### src/design/thrt_pkg.sv
`timescale 1ns / 1ps
// Shared types, constants and register codes for the raw-to-temperature pipeline.
// No dependencies; all design files but thrt_if and thrt_checker refer to it by scoped names.
package thrt_pkg;

   localparam int RAW_BITS = 16;
   localparam logic [15:0] RAW_MASK = 16'((32'd1 << RAW_BITS) - 32'd1);

   localparam logic [47:0] QCAP       = 48'hFFFF_FFFF_FFFF;
   localparam logic [31:0] LN2_Q32    = 32'd2977044472;
   localparam logic [48:0] LOG_ONE    = 49'd65536;
   localparam logic [19:0] KELVIN_OFS = 20'd27315;
   localparam logic [18:0] K_MAX      = 19'd327315;
   localparam logic [19:0] TEMP_MAX   = 20'd300000;
   localparam logic [19:0] TEMP_MIN   = 20'hF954D;

   localparam int QDIV_STEPS = 48;
   localparam int SQ_STEPS   = 30;
   localparam int KDIV_STEPS = 19;

   typedef enum logic [3:0] {
      CSR_SWAP_BYTES    = 4'd0,
      CSR_PLANCK_R1     = 4'd1,
      CSR_PLANCK_R2     = 4'd2,
      CSR_PLANCK_B      = 4'd3,
      CSR_PLANCK_F      = 4'd4,
      CSR_PLANCK_O      = 4'd5,
      CSR_OBJECT_GAIN   = 4'd6,
      CSR_OBJECT_OFFSET = 4'd7
   } csr_index_type;

   typedef struct packed {
      logic        swap_bytes;
      logic [31:0] planck_r1;
      logic [31:0] planck_r2;
      logic [23:0] planck_b;
      logic [23:0] planck_f;
      logic [23:0] planck_o;
      logic [31:0] object_gain;
      logic [31:0] object_offset;
   } cfg_type;

   // front end -> quotient divider
   typedef struct packed {
      logic        nonpos;
      logic [64:0] den;
   } den_type;

   typedef struct packed {
      logic        nonpos;
      logic        cap;
      logic [64:0] den;
      logic [64:0] rem;
      logic [47:0] q;
   } qdiv_type;

   // quotient divider -> log unit
   typedef struct packed {
      logic        nonpos;
      logic        cap;
      logic [47:0] q;
   } quo_type;

   typedef struct packed {
      logic        nonpos;
      logic        cap;
      logic        gt;
      logic [5:0]  ip;
      logic [29:0] frac;
      logic [30:0] m;
   } sq_type;

   // log unit -> temperature divider
   typedef struct packed {
      logic        nonpos;
      logic        cap;
      logic [35:0] lval;
   } ln_type;

   typedef struct packed {
      logic        nonpos;
      logic        cap;
      logic        zero;
      logic        big;
      logic [35:0] lval;
      logic [35:0] rem;
      logic [18:0] nlo;
      logic [18:0] k;
   } kdiv_type;

endpackage

### src/design/thrt_front.sv
`timescale 1ns / 1ps
// Front end: byte swap, gain/offset correction and the Planck R2 product.
// Uses thrt_pkg.
module thrt_front (
   input  logic              clock,
   input  logic              reset,
   input  logic              adv,
   input  thrt_pkg::cfg_type cfg,
   input  logic              in_valid,
   input  logic [15:0]       in_raw,
   output logic              out_valid,
   output thrt_pkg::den_type out_data
);
   logic [3:0]         valid_ff;
   logic [47:0]        prod_ff, prod_in;
   logic [32:0]        x_ff, x_in;
   logic               np1_ff, np1_in, np2_ff;
   logic [63:0]        plo_ff, plo_in;
   logic               xhi_ff;
   thrt_pkg::den_type  den_ff, den_in;
   logic [15:0]        s;
   logic signed [34:0] xs;

   always_comb begin
      s = cfg.swap_bytes ? {in_raw[7:0], in_raw[15:8]} : in_raw;
      s = s & thrt_pkg::RAW_MASK;
      prod_in = {32'd0, s} * {16'd0, cfg.object_gain};
      xs = $signed({3'b000, prod_ff[47:16]}) - 35'($signed(cfg.object_offset))
           + 35'($signed(cfg.planck_o));
      np1_in = xs[34] || (xs == 35'sd0);
      x_in = xs[32:0];
      plo_in = {32'd0, cfg.planck_r2} * {32'd0, x_ff[31:0]};
      den_in.nonpos = np2_ff;
      den_in.den = {1'b0, plo_ff} + (xhi_ff ? {1'b0, cfg.planck_r2, 32'd0} : 65'd0);
   end

   always_ff @(posedge clock) begin
      if (reset) begin
         valid_ff <= '0;
      end else if (adv) begin
         valid_ff <= {valid_ff[2:0], in_valid};
      end
   end

   always_ff @(posedge clock) begin
      if (adv) begin
         prod_ff <= prod_in;
         x_ff    <= x_in;
         np1_ff  <= np1_in;
         plo_ff  <= plo_in;
         xhi_ff  <= x_ff[32];
         np2_ff  <= np1_ff;
         den_ff  <= den_in;
      end
   end

   assign out_valid = valid_ff[3];
   assign out_data  = den_ff;
endmodule

### config.mk
export PLATFORM = sky130hd
export DESIGN_NAME = thrt_front
export DESIGN_NICKNAME = d
export VERILOG_FILES = /design/src/design/thrt_pkg.sv /design/src/design/thrt_front.sv
export SDC_FILE = /design/constraint.sdc
export NUM_CORES = 2
export LEC_CHECK = 0
export BUFFER_PORTS_ARGS = -buffer_cell sky130_fd_sc_hd__buf_2
export CORE_ASPECT_RATIO = 1.25
export CORE_MARGIN = 2
export CORE_UTILIZATION = 45
export DETAILED_ROUTE_END_ITERATION = 7
export SLEW_MARGIN = 25
export SYNTH_ARGS = -nofsm -noshare
export SYNTH_HDL_FRONTEND = slang
export SYNTH_SLANG_ARGS = --single-unit
### constraint.sdc
create_clock -name clock -period 11.9 [get_ports clock]
set_input_delay 2.38 -clock clock [delete_from_list [all_inputs] [get_ports clock]]
set_output_delay 2.38 -clock clock [all_outputs]
set_load 0.05 [all_outputs]
* Word-level counts from Yosys, hierarchy flattened
Cells that the tools add are included.
** Operators by class
- Add/sub/neg operators :: 3
- Multiplexer cells :: 2
- Reductions and logical operators :: 2
- $mul :: 2
** Operator list (number)
- 64-bit by 64-bit adder with 65-bit output :: 1
- 32-bit by 32-bit multiplier with 64-bit output :: 1
- 64-bit two-way mux :: 1
- 16-bit by 32-bit multiplier with 48-bit output :: 1
- 34-bit by 24-bit adder with 35-bit output :: 1
- 35-bit logical NOT :: 1
- 33-bit by 32-bit subtractor with 34-bit output :: 1
- 16-bit two-way mux :: 1
- 1-bit logical OR :: 1
** Word-level totals
- Register bits :: 218
- Output and inout bits :: 67
- Logic and storage cells :: 18

* Depth between registers and ports, before layout
- Depth in word-level cells :: 4
- Gate-level depth with buffers :: 29

* Worst setup path before layout
Ideal clock, no wire load.
- Kind :: input-to-reg
- Start point :: input port cfg[152] in the netlist's numbering
- End point :: register plo_ff[52], data pin
- Slack :: 2466 ps
- Arrival :: 9174 ps
- Buffers on the path :: 1
- Cell stages on the path :: 27
- Required time :: 11641 ps
- Cell sequence :: clkbuf_1 nand2_1 fa_1 inv_1 fa_1 inv_1 fa_1 inv_1 fa_1 inv_1 fa_1 inv_1 fa_1 inv_1 fa_1 fa_1 inv_1 ha_1 and3_1 and2_1 and3_1 a21oi_1 a311oi_1 o41ai_1 o21bai_1 a41oi_1 xnor2_1
** On the way
- Word-level cells in the longest chain between the ends :: 1
** Ends and longest elaborated chain
- start, declared :: line thrt_front.sv:8 : input thrt_pkg::cfg_type cfg,
- 32-bit by 32-bit multiplier with 64-bit output :: line thrt_front.sv:32 : plo_in = {32'd0, cfg.planck_r2} * {32'd0, x_ff[31:0]};
- via plo_in[52] :: line thrt_front.sv:18 : logic [63:0] plo_ff, plo_in;
- end signal, assigned :: line thrt_front.sv:50 : plo_ff <= plo_in;
- end, declared :: line thrt_front.sv:18
The timed path passes the listed nets, and every way through them passes these cells.
A chain may end at the register's enable or synchronous reset.

* Worst setup path in the final report
- Start point :: input port cfg[150] in the netlist's numbering
- End point :: register plo_ff[62], data pin
The elaborated chain is that of the path after synthesis.

==> impl_metrics.tcl <==
set metrics [dict create \
    status "finished, final reports clean" \
    grt_start_max_net_pins 75 \
    syn_inst 6294 \
    post-cts-setup-buffers 0 \
    place_congestion 0.894 \
    cp_cell_sequence "buf_2 > buf_4 > and2_1 > fa_1 > fa_1 > inv_1 > fa_1 > fa_1 > inv_1 > fa_1 > fa_1 > fa_1 > fa_1 > ha_1 > and3_1 > and2_1 > and3_1 > a21oi_1 > a311oi_1 > nor3_1 > o31a_1 > o21ai_0 > xor2_1" \
    grt_overflow 0 \
    whs_ns 0.405 \
    period_needed_ns 10.75 \
    hold_viol_final 0 \
    start_kind "primary input" \
    viasPerCell 5.32 \
    synth_warnings 0 \
    critPathTopFamily "adder cells" \
    critical-path-slowest-cell "a311oi_1" \
    grt_pass1_wl_mm 262 \
    cp_max_fo 18 \
    rsz0062_at_grt "false" \
    area_growth_syn_to_layout_pct 5.96 \
    period_share 0.904 \
    cap_violations 0 \
    rows 149 \
    setup-tns-final_ns 0 \
    cts-buffers-inserted 26 \
    max_freq_mhz 93.0 \
    async_reset_ff_frac 0 \
    synth_fp_nets 8310 \
    critical_path.most_common_cell "fa_1" \
    setup_violations 0 \
    design.core.area_um2 132000 \
    cts_tree "done" \
    final_common_cell "inv_1" \
    start_util 0.452 \
    hp-class "flip-flop to flip-flop" \
    relSlewSlack 0.287 \
    synth_flop_cell "edfxtp_1" \
    clk_pin_slew_ns 0.08 \
    drt_iter0_markers 2353 \
    cts_hold_buf 0 \
    arrival_ns 11.10 \
    ys_seq_area_frac 0.101 \
    htreeDepth 1 \
    end_kind "flip-flop" \
    nNetsFinal 8325 \
    ctsResizeCount 0 \
    syn_area_um2 59500 \
    die_h_um 410 \
    drive_gt1_frac 0.0580 \
    clock_latency_ns 0.63 \
    ctsRootBufferMaster "clkbuf_16" \
    io_pins 288 \
    skew_ns 0.0352 \
    wirelength_mm 167 \
    cpPeakStageDelay_ns 0.99 \
    clock-sinks 202 \
    grt_pass1_vias 46937 \
    antenna_found_initial 5 \
    ant_nets 0 \
    layout_common_cells "1442 x inv_1, 1347 x fa_1, 827 x nand2_1, 731 x and2_1, 448 x ha_1" \
    synth.area.top_cells "fa_1 45%, edfxtp_1 10%, ha_1 9.4%" \
    post-dp-hpwl_mm 130 \
    wl_per_cell_um 20.7 \
    crit_required_ns 12.25 \
    synth_area_per_cell_um2 9.45 \
    cp_num_buf_inv 4 \
    synth_cell_type_count 79 \
    port_buffers 207 \
    grt_usage 0.253 \
    remaining_drc_errors 0 \
    tightestPinTransition_ns 1.07 \
    num_vias 42883 \
    hp-start "np2_ff" \
    synth_top_area_share 0.453 \
    cp-startpoint "cfg[150]" \
    synth_edf_count 198 \
    cts_buffer_depth 3 \
    die_w_um 329 \
    firstDrtPassIters 7 \
    yosysTopAreaCell "fa_1" \
    crit_type "primary input to flip-flop" \
    rr_startpoint "x_ff[8]" \
    die_area_um2 135000 \
    drv_slew 0 \
    ys_ff_latch 202 \
]
[sequential cells by signal, indices dropped and copies added (netlist names)]
| signal | count |
|---|---|
| x_ff | 33 |
| np2_ff | 1 |
| valid_ff | 4 |
| plo_ff | 64 |
| out_data | 66 |
| xhi_ff | 1 |
| prod_ff | 32 |
| np1_ff | 1 |
[metal layers]
metal	vias up	wire length, um	part of all wire	track usage
met1	22254	60100	0.36	0.289
met4	6	11400	0.069	0.141
met2	1420	85200	0.51	0.456
li1	18748	-	-	-
met3	455	9860	0.059	0.0333
met5	-	45	0.00027	0
[per-stage QoR]
stage,cell area (um^2),worst slack [ns],util,std cells
floorplan,59500,2.47,-,6294
global placement,62200,0.859,0.473,8016
detailed placement,62200,0.807,0.473,8016
CTS,63000,1.44,0.479,8062
global route,63000,1.11,0.479,8063
finish,63000,1.15,0.479,8065
[cell families after synthesis]
family / Yosys count / share of synthesized area
mux: 24 / 0.00431
fa+ha+maj: 1795 / 0.548
flops: 202 / 0.101
simple gates: 1918 / 0.164
buf+inv: 1744 / 0.110
compound gates: 478 / 0.0528
xor+xnor: 133 / 0.0196
[path summary, 6_finish.rpt]
path	endpoint	slack (ns)	cells past startpoint
max reg2reg	plo_ff[62]	2.75	27
min	out_data[65]	0.40	0
max	plo_ff[62]	1.15	23
min reg2reg	out_data[65]	0.40	0
[worst register-to-register path, stage by stage (launching register included)]
cell and delay [ns]:
edfxtp_1 0.32, buf_4 0.43, nand2_1 0.19, fa_1 0.55
inv_1 0.05, fa_1 0.52, inv_1 0.05, fa_1 0.53
inv_1 0.05, fa_1 0.49, inv_1 0.05, fa_1 0.54
inv_1 0.06, fa_1 0.35, inv_1 0.08, fa_1 0.46
fa_1 0.51, inv_1 0.05, ha_1 0.46, and3_1 0.52
and2_1 0.25, and3_1 0.16, a21oi_1 0.30, a311oi_1 1.00
nor3_1 0.20, o31a_1 0.41, o21ai_0 0.22, xor2_1 0.10
[area by class of cell]
class,instances,area (um^2)
Timing Repair Buffer,289,1670
Sequential cell,202,6030
Tap cell,1736,2170
Fill cell,12736,68600
Clock buffer,31,669
Inverter,1442,5410
Multi-Input combinational cell,4348,46900
Clock inverter,15,131
Antenna cell,2,5.00
[synthesized netlist by cell type (all sizes together) (19+ instances only)]
master	count
ha	448
inv	1442
fa	1347
xor2	40
nand2b	21
nor2	84
and2	732
nand3	27
a21oi	137
and3	19
xnor2	93
o21bai	29
a211oi	24
nand2	827
nor2b	110
clkbuf	297
edfxtp	198
nor3	25
o21ai	86
a21o	81
nand4	23
Power is left out: the tool's default activity adds up to more than one toggle a clock period on the data nets, which glitch-free logic cannot reach.
