**config.mk**
```make
export PLATFORM = sky130hd
export DESIGN_NAME = thrt_kdiv
export DESIGN_NICKNAME = d
export VERILOG_FILES = /design/src/design/thrt_pkg.sv /design/src/design/thrt_kdiv.sv
export SDC_FILE = /design/constraint.sdc
export NUM_CORES = 2
export LEC_CHECK = 0
export ABC_AREA = 1
export BUFFER_PORTS_ARGS = -buffer_cell sky130_fd_sc_hd__buf_2
export CORE_UTILIZATION = 65
export CTS_CLUSTER_SIZE = 12
export DETAILED_ROUTE_END_ITERATION = 10
export GPL_TIMING_DRIVEN = 0
export PLACE_DENSITY_LB_ADDON = 0.2
export SLEW_MARGIN = 10
export SYNTH_ARGS = -nofsm -noshare
export SYNTH_HDL_FRONTEND = slang
export SYNTH_SLANG_ARGS = --single-unit
export TNS_END_PERCENT = 50
```
**constraint.sdc**
```tcl
create_clock -name clock -period 6.8 [get_ports clock]
set_input_delay 1.02 -clock clock [delete_from_list [all_inputs] [get_ports clock]]
set_output_delay 1.02 -clock clock [all_outputs]
set_load 0.05 [all_outputs]
```
**src/design/thrt_pkg.sv**
```systemverilog
`timescale 1ns / 1ps
// Shared types, constants and register codes for the raw-to-temperature pipeline.
// No dependencies; all design files but thrt_if and thrt_checker refer to it by scoped names.
package thrt_pkg;

   localparam int RAW_BITS = 16;
   localparam logic [15:0] RAW_MASK = 16'((32'd1 << RAW_BITS) - 32'd1);

   localparam logic [47:0] QCAP       = 48'hFFFF_FFFF_FFFF;
   localparam logic [31:0] LN2_Q32    = 32'd2977044472;
   localparam logic [48:0] LOG_ONE    = 49'd65536;
   localparam logic [19:0] KELVIN_OFS = 20'd27315;
   localparam logic [18:0] K_MAX      = 19'd327315;
   localparam logic [19:0] TEMP_MAX   = 20'd300000;
   localparam logic [19:0] TEMP_MIN   = 20'hF954D;

   localparam int QDIV_STEPS = 48;
   localparam int SQ_STEPS   = 30;
   localparam int KDIV_STEPS = 19;

   typedef enum logic [3:0] {
      CSR_SWAP_BYTES    = 4'd0,
      CSR_PLANCK_R1     = 4'd1,
      CSR_PLANCK_R2     = 4'd2,
      CSR_PLANCK_B      = 4'd3,
      CSR_PLANCK_F      = 4'd4,
      CSR_PLANCK_O      = 4'd5,
      CSR_OBJECT_GAIN   = 4'd6,
      CSR_OBJECT_OFFSET = 4'd7
   } csr_index_type;

   typedef struct packed {
      logic        swap_bytes;
      logic [31:0] planck_r1;
      logic [31:0] planck_r2;
      logic [23:0] planck_b;
      logic [23:0] planck_f;
      logic [23:0] planck_o;
      logic [31:0] object_gain;
      logic [31:0] object_offset;
   } cfg_type;

   // front end -> quotient divider
   typedef struct packed {
      logic        nonpos;
      logic [64:0] den;
   } den_type;

   typedef struct packed {
      logic        nonpos;
      logic        cap;
      logic [64:0] den;
      logic [64:0] rem;
      logic [47:0] q;
   } qdiv_type;

   // quotient divider -> log unit
   typedef struct packed {
      logic        nonpos;
      logic        cap;
      logic [47:0] q;
   } quo_type;

   typedef struct packed {
      logic        nonpos;
      logic        cap;
      logic        gt;
      logic [5:0]  ip;
      logic [29:0] frac;
      logic [30:0] m;
   } sq_type;

   // log unit -> temperature divider
   typedef struct packed {
      logic        nonpos;
      logic        cap;
      logic [35:0] lval;
   } ln_type;

   typedef struct packed {
      logic        nonpos;
      logic        cap;
      logic        zero;
      logic        big;
      logic [35:0] lval;
      logic [35:0] rem;
      logic [18:0] nlo;
      logic [18:0] k;
   } kdiv_type;

endpackage

```
**src/design/thrt_kdiv.sv**
```systemverilog
`timescale 1ns / 1ps
// Temperature divider K = round(B * 100 * 2^22 / L), saturation and response register.
// Uses thrt_pkg.
module thrt_kdiv (
   input  logic              clock,
   input  logic              reset,
   input  logic              adv,
   input  thrt_pkg::cfg_type cfg,
   input  logic              in_valid,
   input  thrt_pkg::ln_type  in_data,
   output logic              out_valid,
   output logic [19:0]       out_temp,
   output logic              out_flag
);
   localparam int N     = thrt_pkg::KDIV_STEPS;
   localparam int DEPTH = N + 3;

   logic [DEPTH-1:0]   valid_ff;
   logic [53:0]        n_ff, n_in;
   logic [35:0]        l0_ff;
   logic               np0_ff, cap0_ff;
   logic [30:0]        b100;
   thrt_pkg::kdiv_type st_ff [N+1];
   thrt_pkg::kdiv_type st_in [N+1];
   logic [36:0]        t    [N];
   logic [36:0]        diff [N];
   logic               ge   [N];
   logic [19:0]        temp_ff, temp_in;
   logic               flag_ff, flag_in;

   always_comb begin
      b100 = {7'd0, cfg.planck_b} * 31'd100;
      n_in = {1'b0, b100, 22'd0} + {19'd0, in_data.lval[35:1]};

      st_in[0].nonpos = np0_ff;
      st_in[0].cap    = cap0_ff;
      st_in[0].zero   = (l0_ff == 36'd0);
      st_in[0].big    = {1'b0, n_ff} >= {l0_ff, 19'd0};
      st_in[0].lval   = l0_ff;
      st_in[0].rem    = {1'b0, n_ff[53:19]};
      st_in[0].nlo    = n_ff[18:0];
      st_in[0].k      = '0;
      for (int j = 0; j < N; j++) begin
         t[j]    = {st_ff[j].rem, st_ff[j].nlo[N-1-j]};
         diff[j] = t[j] - {1'b0, st_ff[j].lval};
         ge[j]   = t[j] >= {1'b0, st_ff[j].lval};
         st_in[j+1]     = st_ff[j];
         st_in[j+1].rem = ge[j] ? diff[j][35:0] : t[j][35:0];
         st_in[j+1].k   = {st_ff[j].k[17:0], ge[j]};
      end

      // below absolute zero wins, then log failure, then over-range
      if (st_ff[N].nonpos) begin
         temp_in = thrt_pkg::TEMP_MIN;
         flag_in = 1'b1;
      end else if (st_ff[N].zero || st_ff[N].big || (st_ff[N].k > thrt_pkg::K_MAX)) begin
         temp_in = thrt_pkg::TEMP_MAX;
         flag_in = 1'b1;
      end else begin
         temp_in = {1'b0, st_ff[N].k} - thrt_pkg::KELVIN_OFS;
         flag_in = st_ff[N].cap;
      end
   end

   always_ff @(posedge clock) begin
      if (reset) begin
         valid_ff <= '0;
      end else if (adv) begin
         valid_ff <= {valid_ff[DEPTH-2:0], in_valid};
      end
   end

   always_ff @(posedge clock) begin
      if (adv) begin
         n_ff    <= n_in;
         l0_ff   <= in_data.lval;
         np0_ff  <= in_data.nonpos;
         cap0_ff <= in_data.cap;
         for (int j = 0; j <= N; j++) begin
            st_ff[j] <= st_in[j];
         end
         temp_ff <= temp_in;
         flag_ff <= flag_in;
      end
   end

   assign out_valid = valid_ff[DEPTH-1];
   assign out_temp  = temp_ff;
   assign out_flag  = flag_ff;
endmodule

```
Yosys cells after proc, flatten, opt, wreduce, memory -nomap -nowiden. Memories as Yosys holds them, arrays and structs flattened. Cells that the tools add are included.

Add/sub/neg operators: 21. Multipliers: 1. $lt $le $gt $ge: 21. Multiplexer cells: 22. Reductions and logical operators: 4.

Operators with widths (count): $ge A37 B36 Y1 (19); $mux W36 (19); $sub A36 B36 Y36 (19); $ge A54 B55 Y1 (1); $add A53 B35 Y54 (1); $logic_not A36 Y1 (1); $mul A24 B5 Y29 const B (1); $mux W20 (1); $sub A19 B15 Y20 const B (1); $gt A19 B19 Y1 const B (1); $logic_or A1 B1 Y1 (2); $mux W1 (2); $reduce_or A2 Y1 (1).

Memories kept: 1. Bits in registers: 135. Memory bits (writable): 2280. Input bits: 243. Output and inout port bits: 22.

Memories: st_ff (words 20, bits a word 114, read ports 20, clocked after memory_dff 0, write ports 20, line thrt_kdiv.sv:23) `thrt_pkg::kdiv_type st_ff [N+1];`.

Logic depth before layout (Yosys ltp). An unclocked memory read counts as a cell.

Word-level depth: 4. Gate-level depth with buffers: 25.

Worst setup path before layout. OpenSTA, ideal clock, no wires.

Kind: input-to-reg. Start: input port cfg[114] in the netlist's numbering. End: register n_ff[48] (data pin). Setup slack: 2073 ps. Setup time: 253 ps. Buffers on the path: 0. Cell stages on the path: 21. Data arrival time: 4475 ps. Cells stage by stage: ha_1 > ha_1 > fa_1 > ha_1 > or2_2 > and2_1 > xor2_1 > ha_1 > nand2_1 > nor2_1 > nand3_1 > nand3_1 > nand2_1 > nand2_1 > nand2_1 > nor2_2 > nand2_1 > nor2_1 > nand3_1 > nand2_1 > nand2_1.

Longest elaborated chain between the ends: 2.

RTL lines: start, declared (line thrt_kdiv.sv:8) `input thrt_pkg::cfg_type cfg,`; $mul A24 B5 Y29 (line thrt_kdiv.sv:32) `b100 = {7'd0, cfg.planck_b} * 31'd100;`; $add A53 B35 Y54 (line thrt_kdiv.sv:33) `n_in = {1'b0, b100, 22'd0} + {19'd0, in_data.lval[35:1]};`; via n_in[48] (line thrt_kdiv.sv:19) `logic [53:0] n_ff, n_in;`; end signal, assigned (line thrt_kdiv.sv:75) `n_ff <= n_in;`; end, declared (line thrt_kdiv.sv:19).

The timed path passes the listed nets, and every way through them passes these cells. A chain may end at the register's enable or synchronous reset.

Worst setup path in the final report.
Start: input port cfg[116] in the netlist's numbering. End: register n_ff[46] (data pin).

Same word-level chain as after synthesis.

==> summary.txt <==
Hold Path Stages: 1
first-pass GRT wire length: 533.9 mm
status: complete, but fails checks
asr flop ratio synth: 0%
Core ar.: 170200 µm²
Synth Cell Area: 111900 µm²
DRC: 1
static leakage: 53.17 nW
GR Overflow Total: 0
postcts setup bufs: 0
DR WL met2: 154.0 mm
CTS Buffer Depth: 3
part of the cycle the worst path needs: 77.64%
Iter 0 DRT Violations: 13.29k
vias in the first global route: 91.66k
endpoints failing hold: 0
post-route ant nets: 0
metal1 wirelength: 138.6 mm
Post-Syn Nets: 14.07k
worst-case reg-to-reg path depth: 11
crit-path max FO: 5
PortBufs: 87
main area contributors after synthesis: edfxtp_1 (46%), ha_1 (9.0%), nand2_1 (9.0%)
WL met3: 43.93 mm
distinct cell type count after synthesis: 63
Slew Viols, Final: 0
Max Used Layer: met5
Pwr Density: 473.0 nW/µm²
Site Rows: 151
drt first pass iters: 11
nets@finish: 14.35k
Top FF cell, synth: edfxtp_1
Post-synth top cells: nand2_1 (2680), inv_1 (1954), edfxtp_1 (1721)
largest net degree at the start of global routing: 176
die area: 173800 µm²
post-synth top area share: 46.20%
Initial Util: 65.72%
CTS Buf Count: 181
post-CTS resize count: 0
DR vias: 97.88k
IO Pins: 265
Post-CTS Hold Buffers: 0
WL final: 358.4 mm
CTS root buffer: clkbuf_16
CP Launch Type: input pin
Slew HR: 15.21%
vias per cell: 6.247
Yosys warning count: 0
reg-to-reg setup timing slack: 2.98 ns
TritonCTS clock tree: yes
chip width: 416.9 µm
area grow syn2layout: 8.316%
Clock Latency Late Sink: 0.90 ns
syn avg cell area: 8.618 µm²
Reg-to-Reg End: st_ff[2][386]$_DFFE_PP_
Slew @ Worst Pin: 1.260 ns
initial antenna violation count: 13
EDFF count, synth: 1721
Die Y: 416.9 µm
RSZ-0062 raised after global routing: no
Worst EP required: 7.38 ns
register area share after synthesis: 46.59%
Reg clk slew, reported paths: 0.06 ns
Setup Total Neg Slack: 0 ns
most frequent cell after synthesis: nand2_1
CTS Sinks: 1743
H-tree depth: 4
Max Freq: 0.1894 GHz
Post-DP HPWL: 282.0 mm
Yosys top cell by area: edfxtp_1
hold path start: in_data[8]
post-layout util: 71.18%
global-route total usage across every layer: 40.36%
crit end category: flop
violated checks: design-rule violations
Clock Skews: 0.1013 ns
FILL cells: 12.74k
fraction of layout cells with a size suffix above 1: 5.140%
max-cap violations: 0
Critical Path AT: 5.86 ns
Peak VDD IR: 0.0004020 V
Hold EP: n_ff[7]$_DFFE_PP_
Seq cells post-synth: 1743
reg-to-reg startpoint: st_ff[2][319]$_DFFE_PP_
Tmin final: 5.279 ns
type of the tightest min-delay check: in2reg
CP Class: in2reg
Avg WL per Cell: 22.88 µm
final setup fails: 0
cells after synthesis: 12.98k
GPL Wtd Cong: 1.078
-- layer usage --
layer / up-vias / GRT usage, %
li1: 44700 / -
met4: 8 / 21.06
met5: - / 0
met1: 45200 / 54.59
met3: 1354 / 8.424
met2: 6621 / 61.45
-- where the power goes --
part	internal (mW)	switching, mW
clock	5.28	4.26
sequential	15.7	2.30
combinational	9.61	20.1
total	30.6	26.7
-- worst max-delay path, cell delays in order --
cell     delay (ns)
buf_2          0.12
ha_1           0.30
ha_1           0.28
inv_1          0.05
fa_1           0.50
inv_1          0.04
ha_1           0.34
nand2_1        0.09
nand2_1        0.08
inv_1          0.08
nand3_1        0.27
xor2_1         0.27
ha_1           0.44
nand2_1        0.12
nor2_1         0.22
nand3_1        0.14
nand3_1        0.18
nand2_1        0.07
nand2_1        0.15
nand2_1        0.20
nor2_2         0.26
nand2_1        0.09
nor2_1         0.28
nand3_1        0.11
nand2_1        0.09
inv_1          0.04
-- registers in the layout (all words and copies together), names as in the netlist --
signal / flops
cap0_ff: 1
l0_ff: 12
n_ff: 54
np0_ff: 1
out_flag: 1
out_temp: 20
st_ff: 1632
valid_ff: 22
-- cell type report --
cell class	count	area (µm²)	area share, %
sequential	1743	52120	43.01
multi-input combinational	9099	51400	42.42
inverter	1995	7488	6.180
clock buffer	214	4683	3.865
tap	2295	2872	2.370
clock inverter	72	972.2	0.8023
buffer	144	860.8	0.7104
timing repair buffer	98	753.2	0.6216
antenna	9	22.52	0.01859
-- stage by stage --
stage | power [mW] | hold slack, ns | worst slack, ns | cell area (µm²) | std cells
after CTS | 56.00 | 0.2909 | 1.815 | 121200 | 15660
after global routing | 60.04 | 0.3077 | 1.483 | 121200 | 15660
after floorplan | 36.71 | 0.4003 | 2.073 | 111900 | 12980
final | 57.31 | 0.3326 | 1.521 | 121200 | 15670
after detailed placement | 46.10 | 0.4045 | 1.084 | 115500 | 15370
after global placement | 46.01 | 0.4000 | -22.79 | 115200 | 15360
-- layout by cell type (no fill, tap or decap), types with 16 or more instances in the layout --
cell type	netlist	routed
nand3_2	34	34
a21boi_0	52	52
nand2_1	2680	2680
buf_2	79	165
clkinv_1	7	28
o21ai_1	81	81
o21a_1	57	57
dfxtp_1	22	22
buf_6	19	19
a211oi_1	31	31
nand4_1	237	237
fa_1	38	38
clkbuf_16	0	181
nor3_1	130	130
o211ai_1	65	65
nor2_1	1479	1479
nand2_2	18	18
clkinv_2	0	16
inv_2	34	34
nand3b_1	119	119
o21bai_1	66	66
edfxtp_1	1721	1721
ha_1	807	807
xnor2_1	212	212
a21oi_1	1106	1106
a21o_1	152	152
xor2_1	178	178
inv_1	1954	1954
o21ai_2	26	26
and3_1	21	21
clkbuf_1	28	58
a31oi_1	116	116
or2_2	41	41
o21ai_0	519	519
nor4_1	94	94
nand3_1	595	595
-- worst max path at each step --
stage              from                         to  slack, ns  cells after the start
2_1_floorplan  cfg[114]         n_ff[48]$_DFFE_PP_       2.07                     21
3_3_place_gp        adv  valid_ff[20]$_SDFFE_PP0P_     -22.79                      5
3_5_place_dp   cfg[116]         n_ff[46]$_DFFE_PP_       1.08                     26
4_1_cts        cfg[116]         n_ff[46]$_DFFE_PP_       1.82                     26
5_1_grt        cfg[116]         n_ff[46]$_DFFE_PP_       1.48                     26
6_report       cfg[116]         n_ff[46]$_DFFE_PP_       1.52                     26
-- cell families (layout without fill, tap and decap cells) --
group / after synthesis / in the layout / synth area share (%)
buffers and inverters: 2139 / 2523 / 7.463
AO/OA/AOI/OAI: 2347 / 2347 / 11.95
AND/OR/NAND/NOR: 5517 / 5517 / 21.23
flip-flops: 1743 / 1743 / 46.59
XOR/XNOR: 390 / 390 / 3.053
adder cells (fa/ha/maj): 845 / 845 / 9.706
other: 0 / 9 / 0
(Power assumes the default switching activity.)
